$ cat src/hw/rtl/assert_macros.svh
// ----------------------------------------------------------------------------
// Assertion macros
// Clocked assertion helpers for the RTL; they expect clk and rst_n.
// ----------------------------------------------------------------------------
`ifndef ASSERT_MACROS_SVH
`define ASSERT_MACROS_SVH

// Check a property on every rising edge outside reset
`define FSMK_ASSERT(lbl, prop, msg) \
    lbl: assert property (@(posedge clk) disable iff (!rst_n) (prop)) else $error(msg);

// Check that a condition never holds outside reset
`define FSMK_NEVER(lbl, cond, msg) \
    lbl: assert property (@(posedge clk) disable iff (!rst_n) !(cond)) else $error(msg);

`endif

$ cat src/hw/rtl/fsmk_pkg.sv
// ----------------------------------------------------------------------------
// fsmk_pkg
// Shared widths, defaults and control types of the flow shop makespan unit.
// ----------------------------------------------------------------------------
`timescale 1ns / 1ps
`default_nettype none

package fsmk_pkg;

    localparam int JOB_INDEX_W      = 10;
    localparam int MACH_INDEX_W     = 6;
    localparam int PTIME_W          = 16;
    localparam int CTIME_W          = 32;
    localparam int NUM_MACH_W       = 7;
    localparam int DEF_MAX_JOBS     = 1024;
    localparam int DEF_MAX_MACHINES = 64;

    localparam logic MODE_WRITE    = 1'b0;
    localparam logic MODE_SCHEDULE = 1'b1;

    typedef struct packed {
        logic                    seq_clear;
        logic                    rd_en;
        logic                    first;
        logic [MACH_INDEX_W-1:0] rd_addr;
    } row_ctrl_t;

    typedef struct packed {
        logic [CTIME_W-1:0] ctime;
        logic               ovf;
    } row_stat_t;

endpackage

`default_nettype wire

$ cat src/hw/rtl/fsmk_row_engine.sv
// ----------------------------------------------------------------------------
// fsmk_row_engine
// Completion row memory with per-entry valid bits, and the saturating
// max-plus update that walks it one machine per cycle.
// ----------------------------------------------------------------------------
`timescale 1ns / 1ps
`default_nettype none

module fsmk_row_engine #(
    parameter int MAX_MACHINES = fsmk_pkg::DEF_MAX_MACHINES,
    parameter int MACH_AW      = 6
) (
    input  wire logic                          clk,
    input  wire logic                          rst_n,
    input  wire fsmk_pkg::row_ctrl_t           ctrl,
    input  wire logic [fsmk_pkg::PTIME_W-1:0]  ptime,
    output fsmk_pkg::row_stat_t                stat
);
    import fsmk_pkg::*;

    logic [CTIME_W-1:0]      row_mem [0:MAX_MACHINES-1];
    logic [MAX_MACHINES-1:0] vld_reg;
    logic [CTIME_W-1:0]      row_q_reg;
    logic                    vld_q_reg;
    logic                    s1_vld_reg;
    logic                    s1_first_reg;
    logic [MACH_AW-1:0]      s1_addr_reg;
    logic [CTIME_W-1:0]      prev_reg, prev_next;
    logic                    ovf_reg,  ovf_next;
    logic [MACH_AW-1:0]      rd_idx;
    logic [CTIME_W-1:0]      old_val, prev_val, max_val;
    logic [CTIME_W:0]        sum;

    assign rd_idx = ctrl.rd_addr[MACH_AW-1:0];

    always_comb
    begin
        old_val   = vld_q_reg ? row_q_reg : '0;
        prev_val  = s1_first_reg ? '0 : prev_reg;
        max_val   = (old_val > prev_val) ? old_val : prev_val;
        sum       = {1'b0, max_val} + (CTIME_W + 1)'(ptime);
        prev_next = prev_reg;
        ovf_next  = ovf_reg;
        if (ctrl.seq_clear)
            ovf_next = 1'b0;
        else if (s1_vld_reg)
        begin
            prev_next = sum[CTIME_W] ? '1 : sum[CTIME_W-1:0];
            ovf_next  = ovf_reg | sum[CTIME_W];
        end
    end

    always_ff @(posedge clk or negedge rst_n)
    begin
        if (!rst_n)
        begin
            vld_reg    <= '0;
            s1_vld_reg <= 1'b0;
            ovf_reg    <= 1'b0;
        end
        else
        begin
            s1_vld_reg <= ctrl.rd_en;
            ovf_reg    <= ovf_next;
            if (ctrl.seq_clear)
                vld_reg <= '0;
            else if (s1_vld_reg)
                vld_reg[s1_addr_reg] <= 1'b1;
        end
    end

    always_ff @(posedge clk)
    begin
        if (ctrl.rd_en)
        begin
            row_q_reg    <= row_mem[rd_idx];
            vld_q_reg    <= vld_reg[rd_idx];
            s1_addr_reg  <= rd_idx;
            s1_first_reg <= ctrl.first;
        end
        if (s1_vld_reg)
            row_mem[s1_addr_reg] <= prev_next;
        prev_reg <= prev_next;
    end

    assign stat.ctime = prev_reg;
    assign stat.ovf   = ovf_reg;

endmodule

`default_nettype wire

$ cat config.mk
export PLATFORM = sky130hd
export DESIGN_NAME = fsmk_row_engine
export DESIGN_NICKNAME = d
export VERILOG_FILES = /design/src/hw/rtl/assert_macros.svh /design/src/hw/rtl/fsmk_pkg.sv /design/src/hw/rtl/fsmk_row_engine.sv
export SDC_FILE = /design/constraint.sdc
export NUM_CORES = 2
export LEC_CHECK = 0
export BUFFER_PORTS_ARGS = -buffer_cell sky130_fd_sc_hd__buf_4
export CORE_AREA = 2 2 450 452
export DETAILED_ROUTE_END_ITERATION = 8
export DIE_AREA = 0 0 452 454
export GPL_TIMING_DRIVEN = 0
export PLACE_DENSITY = 0.62
export SYNTH_ARGS = -nofsm -noshare
export SYNTH_HDL_FRONTEND = slang
export SYNTH_SLANG_ARGS = --single-unit
$ cat constraint.sdc
create_clock -name clk -period 7.7 [get_ports clk]
set_input_delay 0.77 -clock clk [delete_from_list [all_inputs] [get_ports clk]]
set_output_delay 0.77 -clock clk [all_outputs]
set_load 0.01 [all_outputs]
# --- Yosys cells after proc, flatten, opt, wreduce, memory -nomap -nowiden ---
# Memory sizes are Yosys's and may differ from the RTL's. A register that Yosys moved wholly into a read port is not among the register bits.
# Cells that the tools add are included.
word_totals:
  memories: 1
  elab_cells: 33
  ram_bits: 2048
  inputBits: 27
  ff_bits: 106
op_classes:
  muxes: 16
  magnitude_cmp: 4
  addsub: 1
  reduce_logical: 2
  n_bitwise: 2
mem_list:
  columns: ["memory", "depth", "width", "read_ports", "rd_ports_with_merged_regs", "wr", "line", "source"]
  rows:
  - ["row_mem", 64, 32, 1, 1, 1, "fsmk_row_engine.sv:21", "logic [CTIME_W-1:0] row_mem [0:MAX_MACHINES-1];"]
op_table:
  columns: ["cell", "count"]
  rows:
  - ["$mux W32", 6]
  - ["$mux W64", 2]
  - ["$or A64 B64 Y64", 1]
  - ["$add A32 B16 Y33", 1]
  - ["$gt A32 B32 Y1", 1]
  - ["$lt A6 B7 Y1 const B", 2]
  - ["$bmux W1 S6", 1]
  - ["$demux W1 S6", 1]
  - ["$ge A6 B1 Y1 const B", 1]
  - ["$mux W1", 6]
  - ["$reduce_bool A2 Y1", 1]
  - ["$logic_and A1 B1 Y1", 1]
  - ["$or A1 B1 Y1", 1]

# --- Longest topological paths before layout ---
logic_depth:
  ltp_word: 7
  ltp_mapped: 25

# --- Least setup slack after synthesis ---
# OpenSTA, ideal clock, no wires.
synth_timing:
  path_type: "reg2reg"
  start: "register vld_q_reg"
  end: "memory row_mem[0][20], data pin"
  setup_slack_ns: -0.568
  arrival_ns: 7.559
  path_stages_with_launch: 26
  required_time_ns: 6.992
  path_buffers: 5
  setup_time_ns: 0.708
  path_cell_list: "edfxtp_1 > clkbuf_1 > clkbuf_1 > clkbuf_1 > and2_1 > ha_1 > a21oi_1 > nor2_1 > a2111oi_2 > a31oi_2 > o21ai_2 > clkbuf_1 > nand2_1 > o21ai_0 > ha_1 > inv_1 > fa_1 > nor2b_1 > o31a_1 > o211ai_1 > a31oi_1 > clkbuf_1 > nor2b_1 > mux2i_1 > mux2i_1 > o21ai_0"
synth_between:
  elab_chain_cells: 7
synth_lines:
  columns: ["element", "line", "source"]
  rows:
  - ["start: declaration", "fsmk_row_engine.sv:24", "logic vld_q_reg;"]
  - ["start signal: assignment", "fsmk_row_engine.sv:77", "vld_q_reg <= vld_reg[rd_idx];"]
  - ["$mux W32 *", "fsmk_row_engine.sv:38", "old_val = vld_q_reg ? row_q_reg : '0;"]
  - ["$gt A32 B32 Y1", "fsmk_row_engine.sv:40", "max_val = (old_val > prev_val) ? old_val : prev_val;"]
  - ["$mux W32 *", "fsmk_row_engine.sv:40", null]
  - ["$add A32 B16 Y33 *", "fsmk_row_engine.sv:41", "sum = {1'b0, max_val} + (CTIME_W + 1)'(ptime);"]
  - ["$mux W32 *", "fsmk_row_engine.sv:48", "prev_next = sum[CTIME_W] ? '1 : sum[CTIME_W-1:0];"]
  - ["$mux W32 *", "fsmk_row_engine.sv:46", "else if (s1_vld_reg)"]
  - ["$mux W32 *", "fsmk_row_engine.sv:44", "if (ctrl.seq_clear)"]
  - ["named net prev_next[20]", "fsmk_row_engine.sv:28", "logic [CTIME_W-1:0] prev_reg, prev_next;"]
  - ["end: declaration", "fsmk_row_engine.sv:21", null]
# Mark *: on every way through the listed nets, which the timed path passes. The rest lies on a longest branch.

# --- Worst setup path after layout ---
layout_timing:
  start: "register vld_q_reg"
  end: "memory row_mem[63][28], data pin"
# Same word-level chain as after synthesis.

==> flow_summary_export.csv <==
group,metric,value,unit
status,outcome,"completed",
die,start_util,42.7,%
clocking,h-tree-depth,4,
drt,met2_length,110000,um
critical_path,worstPathRequired,8190,ps
hold_path,hold_class,"in2async",
logic_synthesis,synth_common_cells,"edfxtp_1, mux4_2, nor2_1, clkbuf_1, nand2_1",
sta,fmax,137,MHz
clocking,clkTransAtPathRegs,60,ps
die,rows,165,
die,die-area,205000,um2
critical_path,crit_type,"reg2reg",
drt,wl_met1,93700,um
placement,io_buffer_count,59,
logic_synthesis,synth-seq-area-share,75.8,%
clocking,clock_path_buffers,3,
run,maxCapViolCount,0,
placement,dp_hpwl,153000,um
logic_synthesis,avgSynthCellArea,22.4,um2
critical_path,start_kind,"flop",
global_routing,grt_pass1_wl,327000,um
drt,route.met3.wl,21900,um
sta,hold_viol,0,
placement,place_congestion,0.864,
die,die-width,452,um
clocking,cts_tree,"done",
global_routing,grt_use_total,22.9,%
logic_synthesis,ys_ff_latch,2186,
logic_synthesis,synth_edf_count,2088,
global_routing,antenna_found_initial,18,
logic_synthesis,synth.net_count,3901,
final_layout,fin_area,99800,um2
logic_synthesis,synthArstFlopShare,3.02,%
logic_synthesis,synthTopCellsByArea,"edfxtp_1, mux4_2, dfrtp_1, nor2_1, dfxtp_1",
die,coreArea,201000,um2
sta,max_slew_margin,7.39,%
drt,vias,42800,
drt,antenna_left,0,
final_layout,final_core_util,49.7,%
critical_path,worstPathCellList,"clkbuf_2 -> clkbuf_1 -> clkbuf_2 -> and2_1 -> ha_1 -> nand4_1 -> nor4_2 -> o21ai_1 -> a31oi_2 -> o21a_2 -> buf_4 -> buf_4 -> buf_2 -> o21ai_0 -> ha_1 -> clkbuf_1 -> nand4_1 -> nor2_1 -> o211ai_1 -> a31oi_2 -> clkbuf_2 -> a211oi_1 -> a31oi_1 -> a31o_4",
sta,slew_viol_final,0,
critical_path,cp_num_cells,24,
sta,tns,0,ps
logic_synthesis,yosysWarnings,0,
final_layout,area_growth,16.4,%
critical_path,crit_arrival,7780,ps
placement,place_area,92500,um2
critical_path,ff2ff_path_depth,24,
logic_synthesis,netlist_instances,3824,
logic_synthesis,synth_flop_cell,"edfxtp_1",
sta,whs,32.8,ps
sta,fin_crit,7290,ps
final_layout,largest_register_ffs,2048,
clocking,numCtsBuffers,216,
clocking,hold_buffers,0,
global_routing,grt_pass1_vias,42200,
critical_path,path_delay_family,"compound AO/OA/AOI/OAI gates",
global_routing,grt_max_degree,67,
critical_path,crit_path_end_kind,"flop",
logic_synthesis,synthDistinctLibCells,67,
logic_synthesis,yosys.area.top_type,"edfxtp_1",
sta,rsz0062_at_grt,"no",
die,io_pins,60,
critical_path,crit_path_frequent_cell,"clkbuf_2",
drt,viasPerCell,6.02,
drt,drtPass1Iterations,5,
sta,finalSetupViolations,0,
logic_synthesis,synth_top_area_share,73.1,%
drt,wl_per_cell,33.0,um
sta,clock_skew,36.0,ps
drt,first_iter_violations,6040,
die,die_y,454,um
sta,tightestPinTransition,1390,ps
logic_synthesis,netlist_area,85700,um2
critical_path,critical_path_buf_inv_count,8,
clocking,clock_latency,850,ps
sta,final.period_utilization,94.7,%
clocking,cts_root_buf,"clkbuf_16",
critical_path,slowest_stage,"a31o_4",
critical_path,crit_fanout,65,
final_layout,drive_gt1_share,31.3,%
logic_synthesis,yosysMostFrequentCell,"edfxtp_1",
drt,top_layer_used,"met5",
critical_path,slowest_delay,730,ps
power,irDropWorstVdd,0.231,mV
drt,routed_wl,235000,um
power,powerDensity,280,nW/um2
power,p_leak,31.5,nW
clocking,cts.sinks,2186,
drt,remaining_drc_errors,0,
global_routing,grt-ovfl-total,0,
final_layout,nNetsFinal,4330,
-- timing repair --
| item | in CTS | in global routing |
|---|---|---|
| buffers inserted | 19 | 11 |
| endpoints found under the setup margin | 1732 | 1785 |
| cloned | 10 | 0 |
| pin swaps | 13 | 6 |
| resized for setup | 21 | 17 |
-- routing by layer --
metal	up-vias	global-route usage, %
met5	-	0
met4	8	8.23
met3	423	4.71
met2	2251	35.5
met1	23100	32.2
li1	17000	-
-- worst register-to-register path, delay by kind of cell (launching register included) --
kind                       cells  cell delay [ps]
buffers and inverters          8             2000
AOI/OAI and AO/OA              9             2550
DFF                            1              500
and+or+nand+nor                5             1110
adders and majority gates      2              630
-- cells by family (layout without fill, tap and decap cells) --
family                     Yosys count  count (layout)  share of synthesized area (%)
other                                0               4                              0
and+or+nand+nor                    469             469                           2.49
AOI/OAI and AO/OA                  151             161                           1.07
buffers and inverters              221             820                           1.19
muxes                              716             716                           18.4
adders and majority gates           50              50                          0.738
xor gates and xnor gates            31              31                          0.317
DFF                               2186            2186                           75.8
-- final cells by class --
class | instances | area, um2
Multi-Input combinational cell | 1427 | 20700
Buffer | 201 | 963
Clock inverter | 107 | 865
Clock buffer | 291 | 5790
Tap cell | 2672 | 3340
Timing Repair Buffer | 201 | 3080
Antenna cell | 4 | 10.0
Inverter | 20 | 75.1
Fill cell | 15800 | 101000
Sequential cell | 2186 | 65000
-- worst paths after layout --
path                                         startpoint                        end  slack (ps)
worst max-delay path                vld_q_reg$_DFFE_PP_  row_mem[63][28]$_DFFE_PP_         410
worst min-delay path                              rst_n    vld_reg[51]$_DFFE_PN0P_          30
worst max register to register      vld_q_reg$_DFFE_PP_  row_mem[63][28]$_DFFE_PP_         410
worst min register to register  vld_reg[11]$_DFFE_PN0P_    vld_reg[11]$_DFFE_PN0P_         490
max in group asynchronous                         rst_n    vld_reg[26]$_DFFE_PN0P_        7070
min in group clk                                ctrl[6]     s1_first_reg$_DFFE_PP_         160
-- per-stage QoR --
stage	instances	worst slack, ps	power, mW
after global placement	6555	-4730	17.6
after CTS	7094	0.802	28.0
final	7109	410	27.9
after floorplan	3824	179	16.2
after global routing	7106	9.09	28.7
after detailed placement	6667	-914	17.9
-- power breakdown --
part / internal, mW / switching, mW / total (mW) / leakage [nW]
sequential: 14.2 / 0.104 / 14.3 / 20.0
combinational: 1.15 / 2.50 / 3.65 / 8.22
clock: 5.57 / 4.45 / 10.0 / 3.24
-- cells in the final DEF (no fill, tap or decap), drive strengths merged, types with 11 or more instances in the layout --
cell type,netlist,routed
edfxtp,2088,2088
mux4,686,686
clkbuf,112,403
buf,89,290
nor2,244,244
clkinv,0,83
nand2,82,82
dfrtp,66,66
o21ai,62,62
ha,49,49
a21oi,37,45
nand2b,37,37
dfxtp,32,32
inv,20,30
and2,25,25
mux2i,21,21
nand3,19,19
xor2,16,16
xnor2,15,15
a21o,11,11
Power figures use the tool's default switching activity.
