===== src/hw/rtl/assert_macros.svh =====
// ----------------------------------------------------------------------------
// Assertion macros
// Clocked assertion helpers for the RTL; they expect clk and rst_n.
// ----------------------------------------------------------------------------
`ifndef ASSERT_MACROS_SVH
`define ASSERT_MACROS_SVH

// Check a property on every rising edge outside reset
`define FSMK_ASSERT(lbl, prop, msg) \
    lbl: assert property (@(posedge clk) disable iff (!rst_n) (prop)) else $error(msg);

// Check that a condition never holds outside reset
`define FSMK_NEVER(lbl, cond, msg) \
    lbl: assert property (@(posedge clk) disable iff (!rst_n) !(cond)) else $error(msg);

`endif


===== src/hw/rtl/fsmk_pkg.sv =====
// ----------------------------------------------------------------------------
// fsmk_pkg
// Shared widths, defaults and control types of the flow shop makespan unit.
// ----------------------------------------------------------------------------
`timescale 1ns / 1ps
`default_nettype none

package fsmk_pkg;

    localparam int JOB_INDEX_W      = 10;
    localparam int MACH_INDEX_W     = 6;
    localparam int PTIME_W          = 16;
    localparam int CTIME_W          = 32;
    localparam int NUM_MACH_W       = 7;
    localparam int DEF_MAX_JOBS     = 1024;
    localparam int DEF_MAX_MACHINES = 64;

    localparam logic MODE_WRITE    = 1'b0;
    localparam logic MODE_SCHEDULE = 1'b1;

    typedef struct packed {
        logic                    seq_clear;
        logic                    rd_en;
        logic                    first;
        logic [MACH_INDEX_W-1:0] rd_addr;
    } row_ctrl_t;

    typedef struct packed {
        logic [CTIME_W-1:0] ctime;
        logic               ovf;
    } row_stat_t;

endpackage

`default_nettype wire


===== src/hw/rtl/fsmk_idx_reduce.sv =====
// ----------------------------------------------------------------------------
// fsmk_idx_reduce
// Multi-cycle reduction of job and machine indexes modulo the table bounds,
// one shifted compare-and-subtract per cycle.
// ----------------------------------------------------------------------------
`timescale 1ns / 1ps
`default_nettype none

module fsmk_idx_reduce #(
    parameter int MAX_JOBS     = fsmk_pkg::DEF_MAX_JOBS,
    parameter int MAX_MACHINES = fsmk_pkg::DEF_MAX_MACHINES,
    parameter int JOB_AW       = 10,
    parameter int MACH_AW      = 6
) (
    input  wire logic                              clk,
    input  wire logic                              rst_n,
    input  wire logic                              load,
    input  wire logic [fsmk_pkg::JOB_INDEX_W-1:0]  job_in,
    input  wire logic [fsmk_pkg::MACH_INDEX_W-1:0] mach_in,
    output logic                                   busy,
    output logic [JOB_AW-1:0]                      job_out,
    output logic [MACH_AW-1:0]                     mach_out
);
    import fsmk_pkg::*;

    localparam int JK     = (JOB_INDEX_W > $clog2(MAX_JOBS)) ?
                            JOB_INDEX_W - $clog2(MAX_JOBS) : 0;
    localparam int MK     = (MACH_INDEX_W > $clog2(MAX_MACHINES)) ?
                            MACH_INDEX_W - $clog2(MAX_MACHINES) : 0;
    localparam int KSTART = (JK > MK) ? JK : MK;
    localparam int KW     = (KSTART > 0) ? $clog2(KSTART + 1) : 1;

    logic [JOB_INDEX_W-1:0]  job_reg,  job_next;
    logic [MACH_INDEX_W-1:0] mach_reg, mach_next;
    logic [KW-1:0]           k_reg,    k_next;
    logic                    active_reg, active_next;

    always_comb
    begin
        job_next    = job_reg;
        mach_next   = mach_reg;
        k_next      = k_reg;
        active_next = active_reg;
        if (load)
        begin
            job_next    = job_in;
            mach_next   = mach_in;
            k_next      = KW'(KSTART);
            active_next = 1'b1;
        end
        else if (active_reg)
        begin
            if (32'(job_reg >> k_reg) >= 32'(MAX_JOBS))
                job_next = job_reg - JOB_INDEX_W'(MAX_JOBS << k_reg);
            if (32'(mach_reg >> k_reg) >= 32'(MAX_MACHINES))
                mach_next = mach_reg - MACH_INDEX_W'(MAX_MACHINES << k_reg);
            if (k_reg == '0)
                active_next = 1'b0;
            else
                k_next = k_reg - KW'(1);
        end
    end

    always_ff @(posedge clk or negedge rst_n)
    begin
        if (!rst_n)
        begin
            active_reg <= 1'b0;
            k_reg      <= '0;
        end
        else
        begin
            active_reg <= active_next;
            k_reg      <= k_next;
        end
    end

    always_ff @(posedge clk)
    begin
        job_reg  <= job_next;
        mach_reg <= mach_next;
    end

    assign busy     = active_reg;
    assign job_out  = JOB_AW'(job_reg);
    assign mach_out = MACH_AW'(mach_reg);

endmodule

`default_nettype wire


===== config.mk =====
export PLATFORM = sky130hd
export DESIGN_NAME = fsmk_idx_reduce
export DESIGN_NICKNAME = d
export VERILOG_FILES = /design/src/hw/rtl/assert_macros.svh /design/src/hw/rtl/fsmk_pkg.sv /design/src/hw/rtl/fsmk_idx_reduce.sv
export SDC_FILE = /design/constraint.sdc
export NUM_CORES = 1
export LEC_CHECK = 0
export BUFFER_PORTS_ARGS = -buffer_cell sky130_fd_sc_hd__buf_2
export CAP_MARGIN = 10
export CORE_MARGIN = 1
export CORE_UTILIZATION = 49
export CTS_BUF_LIST = sky130_fd_sc_hd__clkbuf_4
export CTS_CLUSTER_SIZE = 20
export DETAILED_ROUTE_END_ITERATION = 7
export PLACE_DENSITY_LB_ADDON = 0.1
export SYNTH_ARGS = -nofsm -noshare
export SYNTH_HDL_FRONTEND = slang
export SYNTH_SLANG_ARGS = --single-unit

===== constraint.sdc =====
create_clock -name clk -period 2.25 [get_ports clk]
set_input_delay 0.45 -clock clk [delete_from_list [all_inputs] [get_ports clk]]
set_output_delay 0.45 -clock clk [all_outputs]
set_load 0.05 [all_outputs]

# Word-level counts from Yosys, hierarchy flattened
# Cells that the tools add are included.
op_classes:
  addsub: 3
  n_lt_le_gt_ge: 2
  shift: 4
  muxes: 12
  n_reduce_logical: 5
ops:
  columns: ["op", "count"]
  rows:
  - ["$ge A32 B11 Y1 const B", 1]
  - ["$ge A32 B7 Y1 const B", 1]
  - ["$shr A10 B1 Y32", 1]
  - ["$shr A6 B1 Y32", 1]
  - ["$mux W10", 3]
  - ["$mux W6", 3]
  - ["$shl A11 B1 Y10 const A", 1]
  - ["$sub A10 B10 Y10", 1]
  - ["$shl A7 B1 Y6 const A", 1]
  - ["$mux W1", 6]
  - ["$reduce_bool A2 Y1", 3]
  - ["$sub A6 B6 Y6", 1]
  - ["$reduce_and A2 Y1", 2]
  - ["$sub A1 B1 Y1 const B", 1]
word_totals:
  register_bits: 18
  in_bits: 19
  out_inout_bits: 17

# Logic depth before layout (Yosys ltp)
# Gate-level depths: netlist of the first run.
logic_depth:
  depth_word: 5
  depth_mapped: 3
  ltp_nobuf: 1

# Worst setup path after synthesis of the first run
# Ideal clock, no wire load.
synth_path:
  kind: "input to register"
  start: "input load"
  end: "register job_reg[0], in the netlist job_out[0] (enable)"
  setup_time_ns: 0.378
  t_arrival_ns: 1.051
  path_slack_ns: 0.821
  cell_stages: 2
  cell_sequence: "buf_6 > clkbuf_1"
synth_via:
  elab_chain_cells: 2
  elab_cells_between_ends: 3
  classes_between: "reduce/logical: 3"
synth_lines:
  columns: ["item", "line", "rtl"]
  rows:
  - ["start: declaration", "fsmk_idx_reduce.sv:17", "input wire logic load,"]
  - ["$reduce_bool A2 Y1 (no source line)", null, null]
  - ["$reduce_and A2 Y1 (no source line) *", null, null]
  - ["end signal: assignment", "fsmk_idx_reduce.sv:80", "job_reg <= job_next;"]
  - ["end: declaration", "fsmk_idx_reduce.sv:33", "logic [JOB_INDEX_W-1:0] job_reg, job_next;"]
# Every way passes the cells marked *; elsewhere a longest branch is shown, timed or not.
# A chain may end at the register's enable or synchronous reset.

# Worst setup path after layout of the first run
layout_path:
  start: "register job_reg[3], in the netlist job_out[3]"
  end: "output job_out[3]"
layout_rtl:
  columns: ["item", "line", "rtl"]
  rows:
  - ["end: declaration", "fsmk_idx_reduce.sv:21", "output logic [JOB_AW-1:0] job_out,"]
# No word-level cell between the ends.

==> results.md, run 1 <==
* Run status: finished clean
* Cell Int Power at roughly 0.50 mW
* Net switching power at slightly above 0.2 mW
* Data required time of the worst path at roughly 1.8 ns
* Worst hold slack across all endpoints at around 0.45 ns
* Detail Route Antenna Nets at 0
* Iteration-0 DRC count of the detailed router at 11
* Clock Tree Buf Depth at 2
* Hold_buf cts at 1
* Pleak at between 0.4 and 0.5 nW
* Number of ports placed on the die boundary at 36
* Power Dens Cells at around 770 nW/um^2
* Fin. Hold Viols at 0
* CTS H-tree lvls at 1
* Filler instances at around 110
* Post-synth top area cell: edfxtp_1
* Total Power at 0.705 mW
* Area share of the leading cell type in the synthesized netlist at around two thirds
* Type of destination of the critical path: output port
* Clock period minus worst slack at 1.38 ns
* Die Width at between 40 and 50 um
* Core Footprint at 1320 um^2
* Crit-path cells: buf_2
* Number of instances in the synthesized netlist at 36
* Total inserted antenna cells at 0
* IO Port Bufs at 35
* Startpoint kind of the worst setup timing path: register
* Starting density of the core at a little over half
* Setup violators final at 0
* DP HPWL at 895 um
* First-pass GRT wire length at between 1500 and 2000 um
* Worst-path cell with the longest stage delay: edfxtp_1
* Relative slew slack at between 70 and 80%
* Area Growth Syn to Fin at 29.9%
* Cell area after placement at slightly below 900 um^2
* TritonCTS clock tree: built
* Mapped Avg Cell Area at between 15 and 20 um^2
* Clk_lat worst skew at roughly 0.28 ns
* Arrival time at the worst endpoint at roughly 0.93 ns
* Sequential fraction of the synthesis area at ~71%
* Final-report max-slew violation count at 0
* Combinational share of power at between 20 and 25%
* Clock network fraction of total power at between 20% and 30%
* Switching part of the total power at roughly 29%
* Average wire per standard cell at around 13 um
* Synthesized net count at 55
* Final TNS setup at 0 ns
* Setup Fix Bufs, Post-CTS at 0
* Non-filler instance count after layout at 89
* Post-route fraction of the period consumed by the critical path at 61.5%
* Number of max-cap violations at 0
* Total instance count after detailed placement at between 80 and 90
* Synthesis-stage register bit count at 17
* Total clock buffers created by CTS at 3
* Number of buffers and inverters on the critical path at 1
* Global-route total usage across every layer at about 16%
* DRT Pass-1 Iters at 3
* Initial antenna violation count at 0
* Cell family with the largest share of critical-path delay: flip-flops
* Design area at around 920 um^2
* Largest driver fanout on the critical path at 2
* Via-to-Cell Ratio at 4.74
* Row cnt at 13
* Post-layout worst setup margin at about 0.87 ns
* Number of distinct library cells after synthesis at 8
* Nets at between 90 and 100
* Post-Synthesis Cell Area at ~710 um^2
* CTS resizes at 0
* Unrepaired setup endpoints after global routing: no
* Final RePlAce weighted congestion at 0.672
* Clk_skew at 0 ns
* Ratio of cells with drive above 1 in the final layout at 75.7%
* Hold crit path type: input port to async pin
* Pre-CTS setup slack at around 0.78 ns
* Number of sinks handled by clock tree synthesis at 17
* Share of the core filled with cells in the final layout at a little over two thirds
* DRC violations left at 0
* Pin count of the biggest net entering global routing at 21
* Worst setup path category: register to output port
* Most common cell after layout, fill and taps aside: buf_2
* Die boundary height at about 40 um
* Vias in the first global route at ~360
* Via total after detailed routing at roughly 420
* Main area contributors after synthesis: edfxtp_1 68%, mux2_2 9.5%, mux2_4 8.5%
* Transition time of the tightest slew-check pin at between 0.4 and 0.5 ns
* Total Wirelength at approximately 1200 um
* Root Buffer: clkbuf_4
* Slowest cell delay on critical path at roughly 0.42 ns
* Total die area at 1600 um^2
* Most frequent cells in the layout: 35 x buf_2, 16 x edfxtp_1, 6 x and2_2, 6 x mux2_2
* Share of total power in sequential cells at between 50% and 60%
* Synth warn at 0
* Achievable clock frequency at between 0.7 and 0.8 GHz
* Clock slew seen by the registers of the worst setup and hold paths at approximately 0.10 ns
* Remaining global-route overflow at 0
* Maximum ir drop on the vdd rail at between 0.3 and 0.4 mV
-- power by group through the flow --
stage	Sequential [mW]	Combinational (mW)	Clock, mW
after CTS	0.383	0.155	0.179
after global routing	0.385	0.161	0.186
final	0.382	0.154	0.169
after detailed placement	0.389	0.154	0
after global placement	0.389	0.151	0
after floorplan	0.469	0.0370	0
-- registers in the layout, summed over array words and instances (netlist names) --
register,cells
busy,1
job_out,10
mach_out,6
-- per-layer routing --
metal | GRT usage (%) | wire [um] | vias up
met5 | 0 | 0 | -
met4 | 12.9 | 10 | 0
met3 | 3.89 | 79 | 2
met2 | 27.8 | 624 | 19
met1 | 17.0 | 439 | 192
li1 | - | - | 209
-- kinds of logic after synthesis --
group / count (synthesis) / share of synthesized area, %
buffers and inverters: 3 / 4.24
flip-flops: 17 / 71.4
multiplexers: 10 / 18.0
AND/OR/NAND/NOR: 6 / 6.36
-- layout make-up --
| cell class | instances | area, um^2 | share of cell area, % |
|---|---|---|---|
| Sequential cell | 17 | 505 | 55.0 |
| Tap cell | 15 | 18.8 | 2.04 |
| Clock buffer | 4 | 30.0 | 3.27 |
| Multi-Input combinational cell | 16 | 173 | 18.8 |
| Timing Repair Buffer | 37 | 193 | 21.0 |
-- final timing paths --
path | startpoint | endpoint | slack [ns] | cells after the start
setup / recovery | job_out[3] | job_out[3] | 0.87 | 1
hold / removal | rst_n | busy | 0.45 | 2
setup reg to reg | job_out[8] | job_out[8] | 1.31 | 1
hold reg to reg | mach_out[3] | mach_out[3] | 0.59 | 1
max in group asynchronous | rst_n | busy | 1.71 | 2
min in group clk | mach_in[4] | mach_out[4] | 0.46 | 2
-- synthesized netlist by cell type (all sizes together) --
master	number
buf	2
dfrtp	1
and2	6
mux2	10
clkbuf	1
edfxtp	16
Note: power is estimated with default switching activity, not from simulation.
==> inputs of run 2 (changes only) <==
--- a/config.mk
+++ b/config.mk
@@ -5,10 +5,11 @@
 export SDC_FILE = /design/constraint.sdc
 export NUM_CORES = 1
 export LEC_CHECK = 0
+export ABC_AREA = 1
 export BUFFER_PORTS_ARGS = -buffer_cell sky130_fd_sc_hd__buf_2
 export CAP_MARGIN = 10
 export CORE_MARGIN = 1
-export CORE_UTILIZATION = 49
+export CORE_UTILIZATION = 41
 export CTS_BUF_LIST = sky130_fd_sc_hd__clkbuf_4
 export CTS_CLUSTER_SIZE = 20
 export DETAILED_ROUTE_END_ITERATION = 7
==> constraint.sdc (replaced) <==
create_clock -name clk -period 1.26 [get_ports clk]
set_input_delay 0.252 -clock clk [delete_from_list [all_inputs] [get_ports clk]]
set_output_delay 0.252 -clock clk [all_outputs]
set_load 0.05 [all_outputs]
==> results.md, run 2 <==
* Run status: finished with violations
* Violated checks: design-rule violations
* Startpoint kind of the worst setup timing path: register
* Leading cell type by number of instances after synthesis: nand2_1
* Data required time of the worst path at 1.01 ns (-0.79 ns)
* Cell Int Power at 0.879 mW (+75%)
* Area share of the leading cell type in the synthesized netlist at 67.5% (-0.36 points)
* Pin count of the biggest net entering global routing at 19 (-9.5%)
* Cell family with the largest share of critical-path delay: flip-flops
* Post-Synthesis Cell Area at 712 um^2 (+0.53%)
* Setup Fix Bufs, Post-CTS at 0 (unchanged)
* Ratio of cells with drive above 1 in the final layout at 45.1% (-31 points)
* Total Wirelength at 1130 um (-2.2%)
* Remaining global-route overflow at 0 (unchanged)
* Combinational share of power at 21.7% (about the same)
* Synth warn at 0 (unchanged)
* Net switching power at 0.368 mW (+82%)
* Main area contributors after synthesis: edfxtp_1 67%, nand2_1 17%, dfrtp_1 3.5%
* Total die area at 1910 um^2 (+19%)
* Async set or reset register ratio after synthesis at 5.88% (unchanged)
* Number of instances in the synthesized netlist at 63 (+75%)
* Total inserted antenna cells at 0 (unchanged)
* Switching part of the total power at 29.5% (+0.90 points)
* Leading cell types by count after synthesis: 32 x nand2_1, 16 x edfxtp_1, 6 x inv_1, 4 x nand2_2
* Largest driver fanout on the critical path at 2 (unchanged)
* Detail Route Antenna Nets at 0 (unchanged)
* Clock network fraction of total power at 23.8% (-0.2 points)
* Post-synth top area cell: edfxtp_1
* Pleak at 0.493 nW (+21%)
* Mapped Avg Cell Area at 11.3 um^2 (-43%)
* Unrepaired setup endpoints after global routing: no
* Final-report max-slew violation count at 0 (unchanged)
* Final RePlAce weighted congestion at 0.590 (-12%)
* TritonCTS clock tree: built
* Most frequent cells in the layout: 35 x buf_2, 32 x nand2_1, 16 x edfxtp_1
* Total clock buffers created by CTS at 3 (unchanged)
* Share of total power in sequential cells at 54.5% (+0.3 points)
* First-pass GRT wire length at 1800 um (+17%)
* Met2 WL at 539 um (-14%)
* DP HPWL at 809 um (-9.5%)
* Nets at 122 (+30%)
* Number of buffers and inverters on the critical path at 1 (unchanged)
* Area Growth Syn to Fin at 30.2%
* Via-to-Cell Ratio at 4.48 (-5.5%)
* Worst-path cell with the longest stage delay: edfxtp_1
* Most frequently used flop master after synthesis: edfxtp_1
* Maximum ir drop on the vdd rail at 0.605 mV (+56%)
* Worst setup path category: register to output port
* Clk_lat worst skew at 0.27 ns (about the same)
* Synthesized net count at 82 (+49%)
* Met3 wire length at 73 um (-7.6%)
* Clock slew seen by the registers of the worst setup and hold paths at 0.09 ns (about the same)
* IO Port Bufs at 35 (unchanged)
* Final TNS setup at 0 ns (unchanged)
* Arrival time at the worst endpoint at 0.91 ns (-0.02 ns)
* Fin. Hold Viols at 0 (unchanged)
* Hold_buf cts at 1 (unchanged)
* Top routing layer used: met4
* Average wire per standard cell at 9.55 um (-26%)
* DRC violations left at 2 (+2)
* Iteration-0 DRC count of the detailed router at 8 (-3)
* Slowest cell delay on critical path at 0.36 ns (-0.06 ns)
* Number of sinks handled by clock tree synthesis at 17 (unchanged)
* Wire length on met1 at 496 um (+13%)
* Number of flops mapped to enable cells by yosys at 16 (unchanged)
* Hold crit path type: input port to register
* Transition time of the tightest slew-check pin at 0.254 ns (-0.180 ns)
* Core Footprint at 1560 um^2 (+18%)
* Relative slew slack at 83.2% (+12 points)
* Clock Tree Buf Depth at 2 (unchanged)
* Setup violators final at 0 (unchanged)
* Clock period minus worst slack at 1.16 ns
* Crit-path cells: buf_2
* Sequential fraction of the synthesis area at 71.0% (-0.38 points)
* Type of destination of the critical path: output port
* Power Dens Cells at 1350 nW/um^2 (+75%)
* Initial antenna violation count at 0 (unchanged)
* Via total after detailed routing at 529 (+25%)
* Flip-flop count of the largest register, all copies and words added at 10 (unchanged)
* Achievable clock frequency at ~0.86 GHz
* Number of max-cap violations at 0 (unchanged)
* Number of distinct library cells after synthesis at 9 (+1)
* Post-layout worst setup margin at 0.103 ns (-0.764 ns)
* Vias in the first global route at 443 (+24%)
* Die boundary height at 43.7 um (+9.1%)
* Post-route fraction of the period consumed by the critical path at roughly 90%
* Clk_skew at 0 ns (unchanged)
* Filler instances at 157 (+47%)
* Synthesis-stage register bit count at 17 (unchanged)
* CTS resizes at 0 (unchanged)
* Die Width at 43.7 um (+9.1%)
* CTS H-tree lvls at 1 (unchanged)
* Most common cell after layout, fill and taps aside: buf_2
* Global-route total usage across every layer at 13.7% (-2.6 points)
* Root Buffer: clkbuf_4
* Number of ports placed on the die boundary at 36 (unchanged)
* Pre-CTS setup slack at 0.294 ns (-0.484 ns)
* Row cnt at 14 (+1)
* DRT Pass-1 Iters at 6 (+3)
* Starting density of the core at 45.7% (-8.1 points)
-- run 2: changes by cell type after synthesis, moves of 4 or more --
cell,change
and2_2,-6
inv_1,+6
mux2_2,-6
mux2_4,-4
nand2_1,+32
nand2_2,+4
-- run 2: routing by layer --
metal	global-route usage, %	up-vias
li1	-	273
met1	17.4	232
met2	20.3	22
met3	2.50	2
met4	11.3	0
met5	0	-
-- run 2: worst reg2reg max path: stages, from the launching register on --
cell and delay, ns:
edfxtp_1 0.40, nand2_1 0.08, nand2_1 0.04
-- run 2: per-stage QoR --
stage | hold WS, ns | cells | cell area (um^2) | util (%) | power (mW)
detailed placement | 0.0279 | 113 | 887 | 56.9 | 0.964
finish | 0.229 | 118 | 927 | 59.5 | 1.25
global placement | 0.0263 | 113 | 887 | 56.9 | 0.959
floorplan | -0.0436 | 63 | 712 | - | 0.897
CTS | 0.219 | 118 | 927 | 59.5 | 1.27
global route | 0.216 | 118 | 927 | 59.5 | 1.31
-- run 2: layout make-up --
type	count	area [um^2]	share of cell area (%)
flip-flops and latches	17	505	54.5
multi-input cells	36	145	15.7
repair buffers	38	200	21.6
inverters	7	26.3	2.83
well taps	16	20.0	2.16
clock buffers	4	30.0	3.24
-- run 2: cell families (layout without fill, tap and decap cells) --
family / after synthesis / in the layout / share of synthesized area, %
buffers and inverters: 10 / 49 / 8.61
DFF: 17 / 17 / 71.0
and+or+nand+nor: 36 / 36 / 20.4
-- run 2: worst paths after layout --
| check | from | to | slack [ns] | cells after the start |
|---|---|---|---|---|
| setup reg to reg | job_out[8] | job_out[8] | 0.50 | 2 |
| min in group asynchronous | rst_n | busy | 0.27 | 2 |
| max in group asynchronous | rst_n | busy | 0.91 | 2 |
| hold / removal | job_in[1] | job_out[1] | 0.23 | 3 |
| hold reg to reg | job_out[9] | job_out[9] | 0.55 | 2 |
| setup / recovery | mach_out[3] | mach_out[3] | 0.10 | 1 |
-- run 2: power groups by stage --
| stage | logic, mW | registers (mW) | clock network, mW |
|---|---|---|---|
| after floorplan | 0.0589 | 0.838 | 0 |
| after global placement | 0.267 | 0.693 | 0 |
| after detailed placement | 0.271 | 0.693 | 0 |
| after CTS | 0.273 | 0.681 | 0.314 |
| after global routing | 0.289 | 0.685 | 0.338 |
| final | 0.270 | 0.680 | 0.297 |
